--- src/hw/rtl/fdd_pkg.sv ---
`default_nettype none
// ============================================================================
// fdd_pkg : shared types and constants of the finite difference derivative
// Beat structs, config register codes, derivative methods and the entry
// passed from the window stage to the scaling pipeline.
// ============================================================================
package fdd_pkg;

    localparam int SAMPLE_W = 24;
    localparam int SLOPE_W  = 32;
    localparam int POS_W    = 16;
    localparam int RECIP_W  = 32;
    localparam int DIFF_W   = 29;   // -f0 + 8(f1-f3) + f4 fits in 29 signed bits
    localparam int PROD_W   = 61;   // 29 signed x 33 signed
    localparam int ADDR_W   = 4;
    localparam int DATA_W   = 32;
    localparam int JOB_N    = 3;    // at most three results per sample

    localparam logic [RECIP_W-1:0] RECIP_RESET = 32'h0001_0000;

    typedef enum logic [1:0] {
        REG_METHOD       = 2'd0,
        REG_RECIP_STEP   = 2'd1,
        REG_RECIP_TWO    = 2'd2,
        REG_RECIP_TWELVE = 2'd3
    } t_reg_idx;

    typedef enum logic [1:0] {
        METH_FWD  = 2'd0,
        METH_BWD  = 2'd1,
        METH_CTR  = 2'd2,
        METH_FIVE = 2'd3
    } t_method;

    typedef enum logic [1:0] {
        RSEL_STEP   = 2'd0,
        RSEL_TWO    = 2'd1,
        RSEL_TWELVE = 2'd2
    } t_rsel;

    typedef struct packed {
        logic signed [SAMPLE_W-1:0] sample;
        logic                       final_req;
    } t_in_beat;

    typedef struct packed {
        logic signed [SLOPE_W-1:0] slope;
        logic [POS_W-1:0]          position;
        logic                      tail;
        logic                      fault;
    } t_out_beat;

    typedef struct packed {
        t_method            method;
        logic [RECIP_W-1:0] recip_step;
        logic [RECIP_W-1:0] recip_two_step;
        logic [RECIP_W-1:0] recip_twelve_step;
    } t_cfg;

    // one pending result: difference combination and which reciprocal scales it
    typedef struct packed {
        logic signed [DIFF_W-1:0] diff;
        t_rsel                    rsel;
        logic [POS_W-1:0]         pos;
        logic                     tail;
        logic                     fault;
    } t_term;

    // request into the multiplier stage
    typedef struct packed {
        logic signed [DIFF_W-1:0] diff;
        logic [RECIP_W-1:0]       recip;
        logic [POS_W-1:0]         pos;
        logic                     tail;
        logic                     fault;
    } t_mul_req;

endpackage
`default_nettype wire

--- src/hw/rtl/fdd_cfg.sv ---
`default_nettype none
// ============================================================================
// fdd_cfg : APB register file
// Method select and the three reciprocal step registers.
// ============================================================================
module fdd_cfg import fdd_pkg::*; (
    input  wire logic              i_clk,
    input  wire logic              i_rst_n,
    input  wire logic              psel,
    input  wire logic              penable,
    input  wire logic              pwrite,
    input  wire logic [ADDR_W-1:0] paddr,
    input  wire logic [DATA_W-1:0] pwdata,
    output logic      [DATA_W-1:0] prdata,
    output logic                   pready,
    output t_cfg                   o_cfg
);

    t_cfg     r_cfg;
    t_reg_idx idx;
    logic     wr_en;

    assign idx    = t_reg_idx'(paddr[ADDR_W-1:2]);
    assign wr_en  = psel && penable && pwrite;
    assign pready = 1'b1;
    assign o_cfg  = r_cfg;

    always_ff @(posedge i_clk) begin
        if (!i_rst_n) begin
            r_cfg.method            <= METH_FWD;
            r_cfg.recip_step        <= RECIP_RESET;
            r_cfg.recip_two_step    <= RECIP_RESET;
            r_cfg.recip_twelve_step <= RECIP_RESET;
        end else if (wr_en) begin
            unique case (idx)
                REG_METHOD:       r_cfg.method            <= t_method'(pwdata[1:0]);
                REG_RECIP_STEP:   r_cfg.recip_step        <= pwdata;
                REG_RECIP_TWO:    r_cfg.recip_two_step    <= pwdata;
                REG_RECIP_TWELVE: r_cfg.recip_twelve_step <= pwdata;
                default: ;
            endcase
        end
    end

    always_comb begin
        unique case (idx)
            REG_METHOD:       prdata = DATA_W'(r_cfg.method);
            REG_RECIP_STEP:   prdata = r_cfg.recip_step;
            REG_RECIP_TWO:    prdata = r_cfg.recip_two_step;
            REG_RECIP_TWELVE: prdata = r_cfg.recip_twelve_step;
            default:          prdata = '0;
        endcase
    end

endmodule
`default_nettype wire

--- src/hw/rtl/fdd_window.sv ---
`default_nettype none
// ============================================================================
// fdd_window : sample window, index counter and result job register
// Forms the difference terms for each sample and hands them out one beat
// at a time to the scaling pipeline.
// ============================================================================
module fdd_window import fdd_pkg::*; #(
    parameter int MAX_LEN = 65536
) (
    input  wire logic     i_clk,
    input  wire logic     i_rst_n,
    input  wire t_cfg     i_cfg,
    input  wire t_in_beat i_in,
    input  wire logic     i_in_valid,
    output logic          o_in_ready,
    output t_mul_req      o_req,
    output logic          o_req_valid,
    input  wire logic     i_req_ready
);

    localparam int CW = $clog2(MAX_LEN + 1);
    localparam int PW = (CW > POS_W) ? CW : POS_W;

    logic signed [SAMPLE_W-1:0] r_win [4];   // f[k-1] .. f[k-4]
    logic [CW-1:0]              r_count;
    t_term                      r_job [JOB_N];
    logic [1:0]                 r_jn;
    logic [1:0]                 r_sel;
    logic                       r_job_valid;

    logic                       accept, issue, last_issue, last;
    logic signed [SAMPLE_W-1:0] w0, w1, w2, w3, w4;
    logic signed [DIFF_W-1:0]   d01, d10, d21, d02, d13, d5;
    logic [PW-1:0]              kx;
    logic                       k_ge2, k_lt4, k_is2, k_is3, is_short;
    t_term                      t_lag, t_a, t_b;
    t_term                      n_job [JOB_N];
    logic [1:0]                 n_jn;
    t_term                      cur;

    assign w0 = i_in.sample;
    assign w1 = r_win[0];
    assign w2 = r_win[1];
    assign w3 = r_win[2];
    assign w4 = r_win[3];

    assign d01 = DIFF_W'(w0) - DIFF_W'(w1);
    assign d10 = DIFF_W'(w1) - DIFF_W'(w2);
    assign d21 = DIFF_W'(w2) - DIFF_W'(w3);
    assign d02 = DIFF_W'(w0) - DIFF_W'(w2);
    assign d13 = DIFF_W'(w1) - DIFF_W'(w3);
    assign d5  = DIFF_W'(w4) - DIFF_W'(w0) + (d13 <<< 3);

    assign last     = i_in.final_req;
    assign kx       = PW'(r_count);
    assign k_ge2    = (r_count >= CW'(2));
    assign k_lt4    = (r_count < CW'(4));
    assign k_is2    = (r_count == CW'(2));
    assign k_is3    = (r_count == CW'(3));
    assign is_short = last && k_lt4;

    // lagged estimate for index k-2, plus the two end terms on the last sample
    always_comb begin
        t_lag.pos   = POS_W'(kx - PW'(2));
        t_lag.tail  = 1'b0;
        t_lag.fault = 1'b0;
        t_lag.diff  = d10;
        t_lag.rsel  = RSEL_STEP;
        unique case (i_cfg.method)
            METH_FWD: ;
            METH_BWD: begin
                if (!k_is2) t_lag.diff = d21;
            end
            METH_CTR: begin
                if (!k_is2) begin
                    t_lag.diff = d13;
                    t_lag.rsel = RSEL_TWO;
                end
            end
            METH_FIVE: begin
                if (k_is3) begin
                    t_lag.diff = d13;
                    t_lag.rsel = RSEL_TWO;
                end else if (!k_is2) begin
                    t_lag.diff = d5;
                    t_lag.rsel = RSEL_TWELVE;
                end
            end
            default: ;
        endcase

        t_a.pos   = POS_W'(kx - PW'(1));
        t_a.tail  = 1'b0;
        t_a.fault = 1'b0;
        t_b.pos   = POS_W'(kx);
        t_b.tail  = 1'b1;
        t_b.fault = 1'b0;
        unique case (i_cfg.method)
            METH_FWD: begin
                t_a.diff = d01;
                t_a.rsel = RSEL_STEP;
            end
            METH_BWD: begin
                t_a.diff = d10;
                t_a.rsel = RSEL_STEP;
            end
            default: begin
                t_a.diff = d02;
                t_a.rsel = RSEL_TWO;
            end
        endcase
        // forward method repeats the previous slope at the last index
        if (i_cfg.method == METH_FWD) begin
            t_b.diff = t_a.diff;
            t_b.rsel = t_a.rsel;
        end else begin
            t_b.diff = d01;
            t_b.rsel = RSEL_STEP;
        end
    end

    always_comb begin
        n_job[0] = t_lag;
        n_job[1] = t_a;
        n_job[2] = t_b;
        n_jn     = 2'd0;
        if (is_short) begin
            n_job[0].diff  = '0;
            n_job[0].rsel  = RSEL_STEP;
            n_job[0].pos   = POS_W'(kx);
            n_job[0].tail  = 1'b1;
            n_job[0].fault = 1'b1;
            n_jn           = 2'd1;
        end else if (k_ge2) begin
            n_jn = last ? 2'd3 : 2'd1;
        end
    end

    assign cur        = r_job[r_sel];
    assign issue      = r_job_valid && i_req_ready;
    assign last_issue = issue && (r_sel == r_jn - 2'd1);
    assign o_in_ready = !r_job_valid || last_issue;
    assign accept     = i_in_valid && o_in_ready;

    always_comb begin
        o_req.diff  = cur.diff;
        o_req.pos   = cur.pos;
        o_req.tail  = cur.tail;
        o_req.fault = cur.fault;
        unique case (cur.rsel)
            RSEL_STEP:   o_req.recip = i_cfg.recip_step;
            RSEL_TWO:    o_req.recip = i_cfg.recip_two_step;
            RSEL_TWELVE: o_req.recip = i_cfg.recip_twelve_step;
            default:     o_req.recip = i_cfg.recip_step;
        endcase
    end
    assign o_req_valid = r_job_valid;

    always_ff @(posedge i_clk) begin
        if (!i_rst_n) begin
            r_count     <= '0;
            r_job_valid <= 1'b0;
            r_sel       <= '0;
            r_jn        <= '0;
            for (int i = 0; i < 4; i++) r_win[i] <= '0;
        end else begin
            if (accept) begin
                if (last) begin
                    r_count <= '0;
                    for (int i = 0; i < 4; i++) r_win[i] <= '0;
                end else begin
                    if (r_count < CW'(MAX_LEN)) r_count <= r_count + CW'(1);
                    r_win[0] <= w0;
                    for (int i = 1; i < 4; i++) r_win[i] <= r_win[i-1];
                end
            end
            if (accept && (n_jn != 2'd0)) begin
                r_job_valid <= 1'b1;
                r_jn        <= n_jn;
                r_sel       <= '0;
            end else if (last_issue) begin
                r_job_valid <= 1'b0;
            end else if (issue) begin
                r_sel <= r_sel + 2'd1;
            end
        end
    end

    always_ff @(posedge i_clk) begin
        if (accept) begin
            for (int i = 0; i < JOB_N; i++) r_job[i] <= n_job[i];
        end
    end

endmodule
`default_nettype wire

--- src/hw/rtl/fdd_scale.sv ---
`default_nettype none
// ============================================================================
// fdd_scale : reciprocal multiply, round and saturate
// Product register, then round half up to Q10.21 and clamp into the
// output register.
// ============================================================================
module fdd_scale import fdd_pkg::*; (
    input  wire logic     i_clk,
    input  wire logic     i_rst_n,
    input  wire t_mul_req i_req,
    input  wire logic     i_req_valid,
    output logic          o_req_ready,
    output t_out_beat     o_out,
    output logic          o_out_valid,
    input  wire logic     i_out_ready
);

    logic signed [PROD_W-1:0] r_prod;
    logic [POS_W-1:0]         r_pos;
    logic                     r_tail, r_fault, r_pv;
    t_out_beat                r_out;
    logic                     r_ov;

    logic                     s2_ready;
    logic signed [32:0]       recip_s;
    logic signed [PROD_W-1:0] n_prod;
    logic signed [PROD_W:0]   rnd;
    logic signed [45:0]       sh;
    logic signed [SLOPE_W-1:0] n_slope;

    assign s2_ready    = !r_ov || i_out_ready;
    assign o_req_ready = !r_pv || s2_ready;

    assign recip_s = $signed({1'b0, i_req.recip});
    assign n_prod  = i_req.diff * recip_s;

    assign rnd = (PROD_W+1)'(r_prod) + (PROD_W+1)'(32768);
    assign sh  = rnd[PROD_W:16];

    always_comb begin
        if ((&sh[45:31]) || !(|sh[45:31])) n_slope = sh[31:0];
        else if (sh[45])                   n_slope = 32'sh8000_0000;
        else                               n_slope = 32'sh7FFF_FFFF;
    end

    always_ff @(posedge i_clk) begin
        if (!i_rst_n) begin
            r_pv <= 1'b0;
            r_ov <= 1'b0;
        end else begin
            if (o_req_ready) r_pv <= i_req_valid;
            if (s2_ready)    r_ov <= r_pv;
        end
    end

    always_ff @(posedge i_clk) begin
        if (o_req_ready && i_req_valid) begin
            r_prod  <= n_prod;
            r_pos   <= i_req.pos;
            r_tail  <= i_req.tail;
            r_fault <= i_req.fault;
        end
        if (s2_ready && r_pv) begin
            r_out.slope    <= n_slope;
            r_out.position <= r_pos;
            r_out.tail     <= r_tail;
            r_out.fault    <= r_fault;
        end
    end

    assign o_out       = r_out;
    assign o_out_valid = r_ov;

endmodule
`default_nettype wire

--- src/hw/rtl/finite_difference_derivative.sv ---
// Path: the first result of a sample goes from the job register to the
// product register and then to the output register.
// Throughput: one sample per cycle while no beat stalls; a final sample holds
// the job register until its up to three result beats issue, one per cycle.
// Reset: synchronous, active low; clears the window, index count, pipeline
// valids and restores the method and reciprocal registers to their defaults.
`default_nettype none
// ============================================================================
// finite_difference_derivative : streaming first-derivative estimator
// Evenly spaced samples in, one derivative beat per grid index out, using a
// forward, backward, central or five-point stencil chosen over APB.
// ============================================================================
module finite_difference_derivative import fdd_pkg::*; #(
    parameter int MAX_LEN = 65536     // index counter saturates here
) (
    input  wire logic              i_clk,
    input  wire logic              i_rst_n,
    // sample stream
    input  wire t_in_beat          i_in,
    input  wire logic              i_in_valid,
    output logic                   o_in_ready,
    // derivative stream
    output t_out_beat              o_out,
    output logic                   o_out_valid,
    input  wire logic              i_out_ready,
    // APB configuration
    input  wire logic              psel,
    input  wire logic              penable,
    input  wire logic              pwrite,
    input  wire logic [ADDR_W-1:0] paddr,
    input  wire logic [DATA_W-1:0] pwdata,
    output logic      [DATA_W-1:0] prdata,
    output logic                   pready
);

    t_cfg     cfg;
    t_mul_req req;
    logic     req_valid, req_ready;

    // Register file: method plus three reciprocals (1/h, 1/2h, 1/12h, Q16.16).
    fdd_cfg u_cfg (
        .i_clk   (i_clk),
        .i_rst_n (i_rst_n),
        .psel    (psel),
        .penable (penable),
        .pwrite  (pwrite),
        .paddr   (paddr),
        .pwdata  (pwdata),
        .prdata  (prdata),
        .pready  (pready),
        .o_cfg   (cfg)
    );

    // Window stage: the accepted sample and the four before it form the
    // stencil differences. Each sample from index 2 on yields the estimate
    // for index k-2; the final sample also yields the two end indices, and a
    // final sample below index 4 yields a single fault beat instead.
    // The job register holds those terms while they issue one per beat, so the
    // input stalls while a final sample's terms drain or a beat is not taken.
    fdd_window #(
        .MAX_LEN (MAX_LEN)
    ) u_window (
        .i_clk       (i_clk),
        .i_rst_n     (i_rst_n),
        .i_cfg       (cfg),
        .i_in        (i_in),
        .i_in_valid  (i_in_valid),
        .o_in_ready  (o_in_ready),
        .o_req       (req),
        .o_req_valid (req_valid),
        .i_req_ready (req_ready)
    );

    // Scaling pipeline: difference times reciprocal is registered, then
    // rounded half up and clamped to 32 bits in the output register.
    // Each stage advances when the one after it is empty or draining, so a
    // held output beat does not stop the stages behind it from filling.
    fdd_scale u_scale (
        .i_clk       (i_clk),
        .i_rst_n     (i_rst_n),
        .i_req       (req),
        .i_req_valid (req_valid),
        .o_req_ready (req_ready),
        .o_out       (o_out),
        .o_out_valid (o_out_valid),
        .i_out_ready (i_out_ready)
    );

endmodule
`default_nettype wire

--- config.mk ---
export PLATFORM = sky130hd
export DESIGN_NAME = finite_difference_derivative
export DESIGN_NICKNAME = d
export VERILOG_FILES = /design/src/hw/rtl/fdd_pkg.sv /design/src/hw/rtl/fdd_cfg.sv /design/src/hw/rtl/fdd_window.sv /design/src/hw/rtl/fdd_scale.sv /design/src/hw/rtl/finite_difference_derivative.sv
export SDC_FILE = /design/constraint.sdc
export NUM_CORES = 2
export LEC_CHECK = 0
export ABC_CLOCK_PERIOD_IN_PS = 14300
export CAP_MARGIN = 20
export CORE_MARGIN = 2
export CORE_UTILIZATION = 25
export DETAILED_ROUTE_END_ITERATION = 7
export DONT_BUFFER_PORTS = 1
export PLACE_DENSITY_LB_ADDON = 0.25
export SLEW_MARGIN = 15
export SYNTH_ARGS = -nofsm -noshare
export SYNTH_HDL_FRONTEND = slang
export SYNTH_SLANG_ARGS = --single-unit
--- constraint.sdc ---
create_clock -name i_clk -period 14.3 [get_ports i_clk]
set_clock_uncertainty 0.2 [all_clocks]
set_input_delay 1.43 -clock i_clk [delete_from_list [all_inputs] [get_ports i_clk]]
set_output_delay 1.43 -clock i_clk [all_outputs]
set_load 0.02 [all_outputs]
==> results.md <==
* Die X at 489 µm
* Clock power frac at 26.3%
* Rel. slew slack at 21.4%
* Switch Pwr at 2520 µW
* Clock Tree Buf Depth at 3
* Antenna viol nets, final at 0
* Post-DP HPWL at 156 mm
* P&R area growth vs syn at 10.3%
* Die Area at 0.239 mm²
* Core area at 0.233 mm²
* Crit path max-delay cell type: dfxtp_2
* Max frequency at 84.3 MHz
* Peak supply drop at 0.0000928 V
* Internal at 3510 µW
* Vias per inst at 4.72
* Final Max Slew Viols at 0
* Initial core utilization at 25.2%
* Routed wire length at 199 mm
* Post-CTS sizing at 0
* Num CTS Buffers at 58
* Switching share of power at 41.8%
* Post-route DRC at 0
* RSZ-0062 raised after global routing: no
* Final Cell Area at 0.0647 mm²
* Cell variety after synth at 94
* Yosys warns at 0
* Final setup fails at 0
* Ys async rst share at 0%
* Flop and latch count out of synthesis at 465
* Slowest stage delay, CP at 0.87 ns
* Post-Syn Nets at 7863
* Pleak at 0.0283 µW
* Die extent in y at 489 µm
* Share of layout cells above drive strength 1 at 5.44%
* Status: finished clean
* Cell Pwr Density at 93.1 mW/mm²
* # port buffers at 0
* Routed len/inst at 20.7 µm
* CP required at 14.54 ns
* Setup Buffers After CTS at 0
* Max Cap Violations at 0
* Nets at 7768
* Actual slew at the worst max-slew pin at 1.17 ns
* Top Ports at 153
* CTS tree: built
* Worst skew pair latency at 0.70 ns
* Sequential share of the synthesized area at 21.3%
* Combinational share of power at 45.8%
* Post-Syn Area at 0.0587 mm²
* Post-DP Area at 0.0626 mm²
* Setup TNS at 0 ns
* Clk slew on worst S/H paths at 0.06 ns
* Largest net degree at the start of global routing at 136
* Global-route wire length before repair at 297 mm
* Residual overflow from global routing at 0
* Initial DRC count at 3090
* Hold slack final at 0.217 ns
* Rows at 177
* CTS root buf: clkbuf_16
* Worst setup path class: register to register
* WHS Path Cells at 0
* R2R cell count at 35
* Power share of the sequential group at 27.9%
* Initial antenna violation count at 5
* Crit-path max FO at 32
* Main synth FF type: edfxtp_1
* GR Util All Layers at 16.5%
* Pwr Total at 6020 µW
* Crit path capture type: register
* Vias at 45371
* GPL Wtd Cong at 0.931
* CTS sink cnt at 465
* Mapped Cells at 6530
* Crit-path most repeated cell: fa_1
* CP startpoint kind: register
* Number of synthesized flops with an enable pin at 317
* CTS H-tree depth at 2
* Min Tclk post-route at 11.86 ns
* Post-CTS Hold Buffers at 0
* Pre-antenna DRT Iters at 5
* Syn Area/Cell at 8.99 µm²
* Tcrit/Tclk final at 83.0%
* Vias in the first global route at 46925
* Crit path DAT at 12.10 ns
* Antenna fix cells at 0
* Hold Crit Class: register to register
* Hold Fails Final Rpt at 0
[cells in the final DEF, fill, tap and decap left out, types with 12 or more instances in the layout]
master,synthesis,final
inv_1,989,989
nand2_1,820,820
fa_1,812,812
nor2_1,771,770
ha_1,453,452
edfxtp_1,317,317
a21oi_1,220,217
o21ai_0,196,187
buf_4,1,145
dfxtp_1,148,145
xnor2_1,142,142
xor2_1,118,118
a21boi_0,100,100
and2_1,97,97
mux2i_1,89,89
a21o_1,89,89
o21a_1,83,74
nor2b_1,77,74
nand3_1,74,73
a31oi_1,59,59
clkbuf_16,0,58
o21ai_1,48,51
nor3_1,49,48
a22oi_1,45,45
nand4_1,36,36
nand2b_1,35,35
a22o_1,33,33
mux2_2,33,33
and3_1,32,30
o21bai_1,24,24
or3_1,24,24
a211oi_1,22,22
and4_1,14,14
o22ai_1,14,14
clkinv_1,5,13
or2_2,13,13
clkinv_2,0,12
[cells by family (layout without fill, tap and decap cells)]
family                     after synthesis  in the layout  share of synthesized area, %
DFF                                    465            465                          21.3
xor gates and xnor gates               260            260                          3.88
adders and majority gates             1265           1265                          37.4
buffers and inverters                 1297           1252                          8.39
and+or+nand+nor                       2083           2083                          15.4
muxes                                  124            124                          2.23
AOI/OAI and AO/OA                     1034           1034                          11.5
other                                    2              2                        0.0128
[cell usage after synthesis, types with 32 or more instances]
library cell,count,area (µm²)
a21boi_0,100,751
a21o_1,89,668
a21oi_1,220,1100
a22o_1,33,289
a22oi_1,45,338
a31oi_1,59,369
and2_1,97,607
and3_1,32,200
clkbuf_1,261,980
dfxtp_1,148,2960
edfxtp_1,317,9520
fa_1,812,16300
ha_1,453,5670
inv_1,989,3710
mux2_2,33,372
mux2i_1,89,891
nand2_1,820,3080
nand2b_1,35,219
nand3_1,74,370
nand4_1,36,225
nor2_1,771,2890
nor2b_1,77,482
nor3_1,49,245
o21a_1,83,623
o21ai_0,196,981
o21ai_1,48,240
xnor2_1,142,1240
xor2_1,118,1030
[metal layers]
layer	wire (µm)	vias to the layer above	share of wire, %	GRT usage (%)
li1	-	20898	-	-
met1	89300	22929	45	22.2
met2	91200	1222	46	26.7
met3	10400	320	5.3	2.35
met4	7710	2	3.9	5.97
met5	13	-	0.0065	0
[registers in the layout, summed over array words and instances (netlist names), named ones only]
register	flops
u_cfg.o_cfg	98
u_scale.o_out	50
u_scale.o_out_valid	1
u_scale.r_fault	1
u_scale.r_pos	16
u_scale.r_prod	46
u_scale.r_pv	1
u_scale.r_tail	1
u_window.kx	17
u_window.o_req_valid	1
u_window.r_jn	2
u_window.r_job	131
u_window.r_sel	2
u_window.r_win	96
[per-stage QoR]
| stage | worst slack [ns] | cells | utilization (%) |
|---|---|---|---|
| global route | 1.97 | 9617 | 27.8 |
| detailed placement | 2.49 | 9503 | 26.9 |
| finish | 2.44 | 9617 | 27.8 |
| floorplan | 3.79 | 6530 | - |
| CTS | 2.44 | 9613 | 27.8 |
| global placement | 2.45 | 9501 | 26.9 |
[power groups by stage]
stage	registers [µW]	clock network (µW)	logic, µW
final	1680	1590	2760
after global routing	1690	1690	3020
after CTS	1680	1650	2750
after detailed placement	1710	0	2730
after global placement	1710	0	2710
after floorplan	1680	0	1800
[final cells by class]
type                    instances  area, µm²
clock buffers                  62       1500
clock inverters                48        573
fillers                     24930     168000
inverters                     994       3740
multi-input cells            4768      41400
flip-flops and latches        465      12500
well taps                    3132       3920
repair buffers                148       1130
[critical path, delay by kind of cell (launching register included)]
family,cells,cell delay (ns)
xor gates and xnor gates,1,0.08
adders and majority gates,10,4.59
muxes,1,0.28
and+or+nand+nor,4,0.39
AOI/OAI and AO/OA,10,4.12
buffers and inverters,9,0.98
DFF,1,0.87
[path summary, 6_finish.rpt]
| path | start | slack, ns | end |
|---|---|---|---|
| worst min register to register | u_scale.r_pos[6]$_DFFE_PP_ | 0.22 | u_scale.o_out[8]$_DFFE_PP_ |
| worst max-delay path | register | 2.44 | u_scale.r_prod[58]$_DFFE_PP_ |
| worst min-delay path | u_scale.r_pos[6]$_DFFE_PP_ | 0.22 | u_scale.o_out[8]$_DFFE_PP_ |
| worst max register to register | register | 2.44 | u_scale.r_prod[58]$_DFFE_PP_ |
Power figures use the tool's default switching activity.
